--- src/sv/lrp_pkg.sv ---
package lrp_pkg;

  localparam int DEF_NUM_STATES  = 256;
  localparam int DEF_NUM_SYMBOLS = 128;
  localparam int DEF_STACK_DEPTH = 64;
  localparam int DEF_MAX_REDUCES = 15;

  // Depths of the command and result queues (powers of two).
  localparam int CMD_Q_DEPTH = 4;
  localparam int RES_Q_DEPTH = 4;

  // Widest row and column indexes the parameter ranges allow.
  localparam int ROW_MAX_W = 12;
  localparam int COL_MAX_W = 10;

  localparam logic [1:0] KIND_WRITE   = 2'd0;
  localparam logic [1:0] KIND_TOKEN   = 2'd1;
  localparam logic [1:0] KIND_RESTART = 2'd2;

  typedef enum logic [1:0] {
    OP_WRITE,
    OP_TOKEN,
    OP_RESTART
  } op_t;

  typedef enum logic [1:0] {
    ET_EMPTY  = 2'd0,
    ET_SHIFT  = 2'd1,
    ET_REDUCE = 2'd2,
    ET_ACCEPT = 2'd3
  } etype_t;

  typedef enum logic [1:0] {
    ST_REDUCED  = 2'd0,
    ST_SHIFTED  = 2'd1,
    ST_ACCEPTED = 2'd2,
    ST_REJECTED = 2'd3
  } status_t;

  typedef enum logic [2:0] {
    RR_NO_ENTRY  = 3'd0,
    RR_GOTO      = 3'd1,
    RR_OVERFLOW  = 3'd2,
    RR_UNDERFLOW = 3'd3,
    RR_TOO_MANY  = 3'd4,
    RR_FINISHED  = 3'd5
  } reason_t;

  typedef struct packed {
    logic [6:0] nt;
    logic [3:0] pops;
    logic [7:0] target;
    etype_t     etype;
  } entry_t;

  typedef struct packed {
    op_t        op;
    logic [7:0] row;
    logic [6:0] sym;
    entry_t     entry;
  } cmd_t;

  typedef struct packed {
    status_t    status;
    logic [6:0] nt;
    logic [3:0] popped;
    reason_t    reason;
    logic       last;
  } result_t;

  typedef enum logic [2:0] {
    S_CLEAR,
    S_IDLE,
    S_LOOK,
    S_ACT,
    S_POP,
    S_TOP,
    S_GLOOK,
    S_GACT
  } state_t;

endpackage

--- src/sv/lrp_fifo.sv ---
module lrp_fifo import lrp_pkg::*; #(
  parameter type T     = logic,
  parameter int  DEPTH = CMD_Q_DEPTH
) (
  input  logic clk,
  input  logic rst,
  input  logic push,
  input  T     wdata,
  output logic full,
  input  logic pop,
  output T     rdata,
  output logic empty
);

  localparam int AW = $clog2(DEPTH);

  T               mem [DEPTH];
  logic [AW-1:0]  wptr;
  logic [AW-1:0]  rptr;
  logic [AW:0]    count;
  logic           do_push;
  logic           do_pop;

  assign full    = (count == (AW+1)'(DEPTH));
  assign empty   = (count == '0);
  assign do_push = push && !full;
  assign do_pop  = pop && !empty;
  assign rdata   = mem[rptr];

  always_ff @(posedge clk) begin
    if (rst) begin
      wptr  <= '0;
      rptr  <= '0;
      count <= '0;
    end else begin
      if (do_push) wptr <= wptr + 1'b1;
      if (do_pop)  rptr <= rptr + 1'b1;
      if (do_push && !do_pop) count <= count + 1'b1;
      else if (do_pop && !do_push) count <= count - 1'b1;
    end
  end

  always_ff @(posedge clk) begin
    if (do_push) mem[wptr] <= wdata;
  end

endmodule

--- config.mk ---
export PLATFORM = sky130hd
export DESIGN_NAME = lrp_fifo
export DESIGN_NICKNAME = d
export VERILOG_FILES = /design/src/sv/lrp_pkg.sv /design/src/sv/lrp_fifo.sv
export SDC_FILE = /design/constraint.sdc
export NUM_CORES = 1
export LEC_CHECK = 0
export BUFFER_PORTS_ARGS = -buffer_cell sky130_fd_sc_hd__buf_2
export CORE_MARGIN = 5
export CORE_UTILIZATION = 47
export DETAILED_ROUTE_END_ITERATION = 10
export GPL_TIMING_DRIVEN = 1
export PLACE_DENSITY = 0.76
export SYNTH_ARGS = -nofsm -noshare
export SYNTH_HDL_FRONTEND = slang
export SYNTH_SLANG_ARGS = --single-unit
--- constraint.sdc ---
create_clock -name clk -period 1.9 [get_ports clk]
set_input_delay 0.095 -clock clk [delete_from_list [all_inputs] [get_ports clk]]
set_output_delay 0.095 -clock clk [all_outputs]
set_load 0.005 [all_outputs]
==> reports/metrics.yaml <==
grt_pass1_wl_mm: 1.61
synth-seq-cells: 13
dpl.hpwl_um: 727
grt-ovfl-total: 0
cp.depth: 7
path_max_fanout: 3
irDropWorstVdd_mv: 0.808
core-area_um2: 1270
avgRoutedWirePerCell_um: 10.8
finalCritPeriodShare_pct: 98.3
detail_route.vias_per_cell: 4.79
initial_core_util_pct: 48.3
syn_area_um2: 613
htree_num_levels: 1
cp_top_family: "adder cells"
detail-route-antenna-nets: 0
area_delta_synth_final_pct: 21.2
cts_buffers: 3
r2r_end: "count[2]"
power.density_nw_per_um2: 1260
rows: 13
cp_slowest_cell: "dfxtp_2"
drive_gt1_share_pct: 34.3
place_congestion: 0.691
rsz0062_at_grt: "true"
reg2reg_depth: 7
clk_latency_ps: 270
n_antenna_cell: 0
dp_slack_ps: 22.0
cp-endpoint: "count[2]"
syn_inst: 53
cts_setup_buffers: 0
portBuffers: 7
yosys_warnings: 0
syn_area_per_cell_um2: 11.6
die_w_um: 46.1
hold_path_class: "in -> reg"
grt_max_degree: 10
startpoint_type: "flop"
fin_cells: 82
timing.final.ws_setup_ps: 31.7
cp.arrival_ps: 2070
holdWs_ps: 45.2
reg2reg_setup_slack_ps: 30
r2r-start: "count[2]"
status: "finished, final reports clean"
clock_sinks: 13
first_pass_iters: 3
die-area_um2: 2130
cts_buffer_depth: 2
syn_nets: 64
drc: 0
clock_skew_ps: 0.351
grt_use_total_pct: 10.9
seq_area_frac_synth_pct: 49.0
worstPathCellList: "o31ai_4 > ha_2 > inv_1 > fa_2 > xor2_1 > or3_1 > a21oi_1"
fin_nets: 79
drtIter0Drc: 3
vias: 393
path_buf_inv: 1
crit_type: "reg -> reg"
synthDistinctLibCells: 20
worst_pin_slew_ps: 320
cts_tree: "yes"
path_clk_slew_ps: 80
die_y_um: 46.1
placedCellCount: 78
maxCapViolCount: 0
num_io_pins: 8
multi_input_area_um2: 314
nFillCells: 116
relSlewSlack_pct: 78.4
routed_wirelength_um: 889
period_minus_slack_ps: 1870
clock-root-buffer: "clkbuf_4"
startpoint: "count[2]"
power_uw: 935
regArea_um2: 304
leakage_uw: 0.000315
cts_resized: 0
worstPathRequired_ps: 2100
cp_slowest_stage_delay_ps: 350
antenna_found_initial: 0
setup_violations: 0
cp-end-kind: "flop"
cts_hold_buf: 0
grt_pass1_vias: 405
finalMaxSlewViolations: 0
fmax_mhz: 535
hold_viol: 0
-- routing by layer --
layer	global-route usage [%]	share of wire, %
met3	5.86	7.1
met1	14.3	49
met2	15.9	44
met5	0	0
met4	1.70	0
-- cell type report --
type | count | area share, %
flip-flops and latches | 13 | 40.9
well taps | 15 | 2.53
multi-input cells | 35 | 42.3
inverters | 4 | 2.02
clock buffers | 4 | 3.54
repair buffers | 11 | 8.75
-- layout by cell type, fill, tap and decap left out, types with 3 or more instances in the layout --
master / synthesis / final
and2_1: 4 / 4
edfxtp_1: 4 / 4
nor2_1: 5 / 5
clkbuf_4: 0 / 3
xor2_1: 4 / 4
inv_1: 4 / 4
dfxtp_2: 0 / 3
dfxtp_1: 9 / 6
buf_4: 0 / 4
ha_1: 5 / 4
buf_2: 0 / 7
-- power breakdown --
part	leakage, µW	internal, µW	total [µW]	switching (µW)
clock network	0.0000150	81.3	167	85.6
registers	0.000112	357	419	61.3
logic	0.000188	193	349	156
total	0.000315	632	935	303
-- cell families after synthesis --
family          Yosys count  share of synthesized area, %
simple gates             16                          15.1
fa+ha+maj                 6                          13.5
compound gates            6                          6.73
xor+xnor                  4                          5.71
buf+inv                   5                          3.06
mux                       3                          6.94
flops                    13                          49.0
-- cells in the mapped netlist, drive strengths merged --
master / instances / area share (%)
a21oi: 2 / 1.6
and2: 4 / 4.1
clkbuf: 1 / 0.61
dfxtp: 9 / 29
edfxtp: 4 / 20
fa: 1 / 3.3
ha: 5 / 10
inv: 4 / 2.4
mux2i: 2 / 3.3
mux4: 1 / 3.7
nand2b: 2 / 2.0
nor2: 6 / 4.1
nor3: 1 / 0.82
nor3b: 1 / 2.0
o21ai: 2 / 1.6
o311ai: 1 / 1.4
o31ai: 1 / 2.0
or3: 2 / 2.0
xor2: 4 / 5.7
-- per-stage QoR --
stage,TNS [ps],instance area (µm²),utilization (%)
floorplan,0,637,-
global placement,0,717,56.5
detailed placement,0,717,56.5
CTS,0,743,58.6
global route,-75.5,743,58.6
finish,0,743,58.6
-- how the worst min path moves through the flow --
| stage | startpoint | slack [ps] | cells past startpoint | end |
|---|---|---|---|---|
| 4_1_cts | wdata | 40 | 1 | mem[3] |
| 3_5_place_dp | wdata | 330 | 1 | mem[0] |
| 2_1_floorplan | wdata | 190 | 0 | mem[0] |
| 6_report | wdata | 50 | 1 | mem[2] |
| 5_1_grt | wdata | 20 | 1 | mem[3] |
| 3_3_place_gp | wdata | 320 | 1 | mem[2] |
No activity file was read; power rests on OpenSTA's default activity.
