==> src/sv/lrp_pkg.sv <==
package lrp_pkg;

  localparam int DEF_NUM_STATES  = 256;
  localparam int DEF_NUM_SYMBOLS = 128;
  localparam int DEF_STACK_DEPTH = 64;
  localparam int DEF_MAX_REDUCES = 15;

  // Depths of the command and result queues (powers of two).
  localparam int CMD_Q_DEPTH = 4;
  localparam int RES_Q_DEPTH = 4;

  // Widest row and column indexes the parameter ranges allow.
  localparam int ROW_MAX_W = 12;
  localparam int COL_MAX_W = 10;

  localparam logic [1:0] KIND_WRITE   = 2'd0;
  localparam logic [1:0] KIND_TOKEN   = 2'd1;
  localparam logic [1:0] KIND_RESTART = 2'd2;

  typedef enum logic [1:0] {
    OP_WRITE,
    OP_TOKEN,
    OP_RESTART
  } op_t;

  typedef enum logic [1:0] {
    ET_EMPTY  = 2'd0,
    ET_SHIFT  = 2'd1,
    ET_REDUCE = 2'd2,
    ET_ACCEPT = 2'd3
  } etype_t;

  typedef enum logic [1:0] {
    ST_REDUCED  = 2'd0,
    ST_SHIFTED  = 2'd1,
    ST_ACCEPTED = 2'd2,
    ST_REJECTED = 2'd3
  } status_t;

  typedef enum logic [2:0] {
    RR_NO_ENTRY  = 3'd0,
    RR_GOTO      = 3'd1,
    RR_OVERFLOW  = 3'd2,
    RR_UNDERFLOW = 3'd3,
    RR_TOO_MANY  = 3'd4,
    RR_FINISHED  = 3'd5
  } reason_t;

  typedef struct packed {
    logic [6:0] nt;
    logic [3:0] pops;
    logic [7:0] target;
    etype_t     etype;
  } entry_t;

  typedef struct packed {
    op_t        op;
    logic [7:0] row;
    logic [6:0] sym;
    entry_t     entry;
  } cmd_t;

  typedef struct packed {
    status_t    status;
    logic [6:0] nt;
    logic [3:0] popped;
    reason_t    reason;
    logic       last;
  } result_t;

  typedef enum logic [2:0] {
    S_CLEAR,
    S_IDLE,
    S_LOOK,
    S_ACT,
    S_POP,
    S_TOP,
    S_GLOOK,
    S_GACT
  } state_t;

endpackage

==> src/sv/lrp_fifo.sv <==
module lrp_fifo import lrp_pkg::*; #(
  parameter type T     = logic,
  parameter int  DEPTH = CMD_Q_DEPTH
) (
  input  logic clk,
  input  logic rst,
  input  logic push,
  input  T     wdata,
  output logic full,
  input  logic pop,
  output T     rdata,
  output logic empty
);

  localparam int AW = $clog2(DEPTH);

  T               mem [DEPTH];
  logic [AW-1:0]  wptr;
  logic [AW-1:0]  rptr;
  logic [AW:0]    count;
  logic           do_push;
  logic           do_pop;

  assign full    = (count == (AW+1)'(DEPTH));
  assign empty   = (count == '0);
  assign do_push = push && !full;
  assign do_pop  = pop && !empty;
  assign rdata   = mem[rptr];

  always_ff @(posedge clk) begin
    if (rst) begin
      wptr  <= '0;
      rptr  <= '0;
      count <= '0;
    end else begin
      if (do_push) wptr <= wptr + 1'b1;
      if (do_pop)  rptr <= rptr + 1'b1;
      if (do_push && !do_pop) count <= count + 1'b1;
      else if (do_pop && !do_push) count <= count - 1'b1;
    end
  end

  always_ff @(posedge clk) begin
    if (do_push) mem[wptr] <= wdata;
  end

endmodule

==> src/sv/lrp_front.sv <==
module lrp_front import lrp_pkg::*; #(
  parameter int NUM_STATES  = DEF_NUM_STATES,
  parameter int NUM_SYMBOLS = DEF_NUM_SYMBOLS
) (
  input  logic       clk,
  input  logic       rst,
  input  logic       push,
  output logic       full,
  input  logic [1:0] kind,
  input  logic [7:0] state_index,
  input  logic [6:0] symbol,
  input  logic [1:0] entry_type,
  input  logic [7:0] target_state,
  input  logic [3:0] pop_count,
  input  logic [6:0] reduced_symbol,
  input  logic       clearing,
  output cmd_t       cmd,
  output logic       cmd_empty,
  input  logic       cmd_pop
);

  cmd_t cmd_in;
  logic keep;
  logic q_full;
  logic in_range;

  assign in_range = (32'(state_index) < NUM_STATES) && (32'(symbol) < NUM_SYMBOLS);

  // Unused kinds and writes outside the table are dropped here.
  always_comb begin
    cmd_in.row          = state_index;
    cmd_in.sym          = symbol;
    cmd_in.entry.etype  = etype_t'(entry_type);
    cmd_in.entry.target = target_state;
    cmd_in.entry.pops   = pop_count;
    cmd_in.entry.nt     = reduced_symbol;
    unique case (kind)
      KIND_WRITE: begin
        cmd_in.op = OP_WRITE;
        keep      = in_range;
      end
      KIND_TOKEN: begin
        cmd_in.op = OP_TOKEN;
        keep      = 1'b1;
      end
      KIND_RESTART: begin
        cmd_in.op = OP_RESTART;
        keep      = 1'b1;
      end
      default: begin
        cmd_in.op = OP_RESTART;
        keep      = 1'b0;
      end
    endcase
  end

  assign full = q_full || clearing;

  lrp_fifo #(.T(cmd_t), .DEPTH(CMD_Q_DEPTH)) u_cmd_q (
    .clk   (clk),
    .rst   (rst),
    .push  (push && !full && keep),
    .wdata (cmd_in),
    .full  (q_full),
    .pop   (cmd_pop),
    .rdata (cmd),
    .empty (cmd_empty)
  );

endmodule

==> config.mk <==
export PLATFORM = sky130hd
export DESIGN_NAME = lrp_front
export DESIGN_NICKNAME = d
export VERILOG_FILES = /design/src/sv/lrp_pkg.sv /design/src/sv/lrp_fifo.sv /design/src/sv/lrp_front.sv
export SDC_FILE = /design/constraint.sdc
export NUM_CORES = 1
export LEC_CHECK = 0
export ABC_AREA = 1
export BUFFER_PORTS_ARGS = -buffer_cell sky130_fd_sc_hd__buf_2
export CAP_MARGIN = 40
export CORE_MARGIN = 1.5
export CORE_UTILIZATION = 61
export DETAILED_ROUTE_END_ITERATION = 8
export PLACE_DENSITY_LB_ADDON = 0.12
export RECOVER_POWER = 25
export SETUP_SLACK_MARGIN = 0.05
export SYNTH_ARGS = -nofsm -noshare
export SYNTH_HDL_FRONTEND = slang
export SYNTH_HIERARCHICAL = 1
export SYNTH_SLANG_ARGS = --single-unit
==> constraint.sdc <==
create_clock -name clk -period 4.5 [get_ports clk]
set_input_delay 0.9 -clock clk [delete_from_list [all_inputs] [get_ports clk]]
set_output_delay 0.9 -clock clk [all_outputs]
set_load 0.02 [all_outputs]
==> out/metrics.yaml <==
place:
  placed_area_sq_um: 6685
  hpwl_um: 6899
  gp_congestion: 0.7161
  numPortBuffers: 82
  post-place-cells: 644
pwr:
  power_mw: 4.049
  vdd_drop_max_v: 0.0003414
  leakage_nw: 2.499
  p_per_area_nw_per_um2: 564.4
floorplan:
  fp-row-count: 36
  die_x_um: 103.6
  io_pins: 83
  coreArea_sq_um: 9774
  start_util_pct: 63.10
  die_area_sq_um: 10720
  dieHeight_um: 103.6
cts:
  cts_setup_buffers: 0
  cts.repair.resized: 0
  htreeDepth: 4
  cts_root_buf: "clkbuf_8"
  tritoncts.num_buffers: 17
  cts.clk_slew.worst_paths_ns: 0.06
  cts_buffer_depth: 2
  insertion_delay_ns: 0.53
  cts_tree: "yes"
  hold_buffers: 0
  cts.sinks: 161
worst_setup_path:
  cp.required_ns: 3.60
  max_stage_delay_ns: 0.53
  worstPathCellList: "buf_4, inv_2, o21ai_0, o22ai_1, buf_2"
  cp_max_fo: 39
  start_kind: "register"
  endpoint_kind: "output pin"
  worstSetupPathType: "register to output pin"
  arrival_ns: 2.34
  slowest_stage: "inv_2"
global_routing:
  grt_pass1_vias: 3842
  grt_first_pass_wirelength_um: 19550
  antenna_found_initial: 0
  gr-total-overflow: 0
  track_usage_pct: 24.04
  grt_max_degree: 77
route:
  dr_total_vias: 3770
  drc_errors: 0
  drt-total-wl_um: 12060
  antenna_left: 0
  wl_per_cell_um: 17.86
  first_pass_iters: 4
  first_iter_violations: 296
  via_per_inst: 5.585
timing:
  hold_viol_final: 0
  fin_crit_ns: 3.236
  rsz0062_at_grt: "no"
  worst-slew-pin-transition_ns: 0.8402
  drv_slew: 0
  slew_headroom_pct: 43.85
  skew_ns: 0.01003
  max_freq_mhz: 309.0
  setup_tns_ns: 0
  setup_viol: 0
  hold_slack_ns: 0.5140
  fin_crit_sh_pct: 71.91
flow_run:
  drv_cap: 0
yosys:
  ys_seq_area_share_pct: 76.93
  ys_ff_latch: 161
  syn_area_sq_um: 6167
  synth_cells: 447
  synth_cell_types: 23
  ys_warn_count: 6
  syn_avg_cell_area_sq_um: 13.80
  synth_nets: 496
final_layout:
  antenna_cells: 0
  final_cells: 675
  area_growth_pct: 16.31
  fin_nets: 579
  layout-drive-gt1-share_pct: 18.63
  stdcell_area_sq_um: 7173
  nFillCells: 683
worst_hold_path:
  hp-class: "register to register"
outcome:
  status: "finished clean"
==> power breakdown <==
group | internal (mW) | switching [mW] | total, mW
combinational | 0.301 | 0.717 | 1.02
sequential | 1.73 | 0.0324 | 1.77
clock | 0.726 | 0.539 | 1.26
==> final cells by class <==
class / count / area (sq um) / area share, %
Timing Repair Buffer: 89 / 456.7 / 6.367
Clock buffer: 21 / 429.2 / 5.983
Multi-Input combinational cell: 240 / 1205 / 16.80
Clock inverter: 10 / 90.09 / 1.256
Tap cell: 133 / 166.4 / 2.320
Inverter: 21 / 80.08 / 1.116
Sequential cell: 161 / 4746 / 66.16
==> flip-flops by register name, indices dropped and copies added, names as in the netlist, named ones only <==
register	cells
u_cmd_q/count	3
u_cmd_q/mem	152
u_cmd_q/rptr	2
u_cmd_q/wptr	2
==> routing by layer <==
metal  part of all wire, %  global-route usage, %  routed length [um]
met5                     0                      0                   0
met4                   1.2                  10.12                 143
met2                    51                  39.90                6156
met1                    42                  30.63                5036
met3                   6.0                  5.853                 719
==> layout by cell type (no fill, tap or decap), drive strengths merged, types with 3 or more instances in the layout <==
cell type,instances
buf,64
clkinv,5
dfxtp,9
nand2,18
nand3,4
inv,20
o21ai,77
o22ai,38
clkbuf,46
ha,5
a21oi,3
edfxtp,152
nor2,92
clkinvlp,5
==> stage by stage <==
step	util [%]	worst slack [ns]
CTS	73.71	1.270
global route	73.39	1.120
detailed placement	68.39	1.522
finish	73.39	1.264
global placement	67.99	1.579
floorplan	-	1.157
==> cells by family (layout without fill, tap and decap cells) <==
family          after synthesis  in the layout  synth area share [%]
xor+xnor                      1              1                0.1420
compound gates              118            118                 10.35
fa+ha+maj                     6              6                 1.339
simple gates                115            115                 7.223
buf+inv                      46            141                 4.017
flops                       161            161                 76.93
==> cells in the mapped netlist <==
cell type	number	area share [%]
dfxtp_1	9	2.9
nand2_2	1	0.10
o21ai_0	69	5.6
xor2_1	1	0.14
clkinv_2	1	0.081
buf_4	5	0.61
nand2_1	17	1.0
buf_2	4	0.32
o22ai_1	38	3.9
inv_2	3	0.18
o21ai_1	8	0.65
nor2_1	91	5.5
nand3b_1	1	0.12
edfxtp_1	152	74
nor2_2	1	0.10
clkbuf_1	6	0.37
fa_1	1	0.32
ha_1	5	1.0
nand3_1	4	0.32
inv_1	17	1.0
clkbuf_2	4	0.32
a21oi_1	3	0.24
buf_6	6	1.1
==> worst paths after layout <==
kind	slack (ns)	endpoint	cells after the start	start
hold reg to reg	0.51	u_cmd_q/rptr[0]	2	u_cmd_q/rptr[0]
setup / recovery	1.26	cmd[30]	5	register
setup reg to reg	1.92	u_cmd_q/mem[2][34]	9	u_cmd_q/count[0]
hold / removal	0.51	u_cmd_q/rptr[0]	2	u_cmd_q/rptr[0]
==> worst max-delay path: cells and delay by family, from the launching register on <==
family / cells / cell delay [ns]
DFF: 1 / 0.30
AOI/OAI and AO/OA: 2 / 0.49
buffers and inverters: 3 / 1.00
Power figures use the tool's default switching activity.
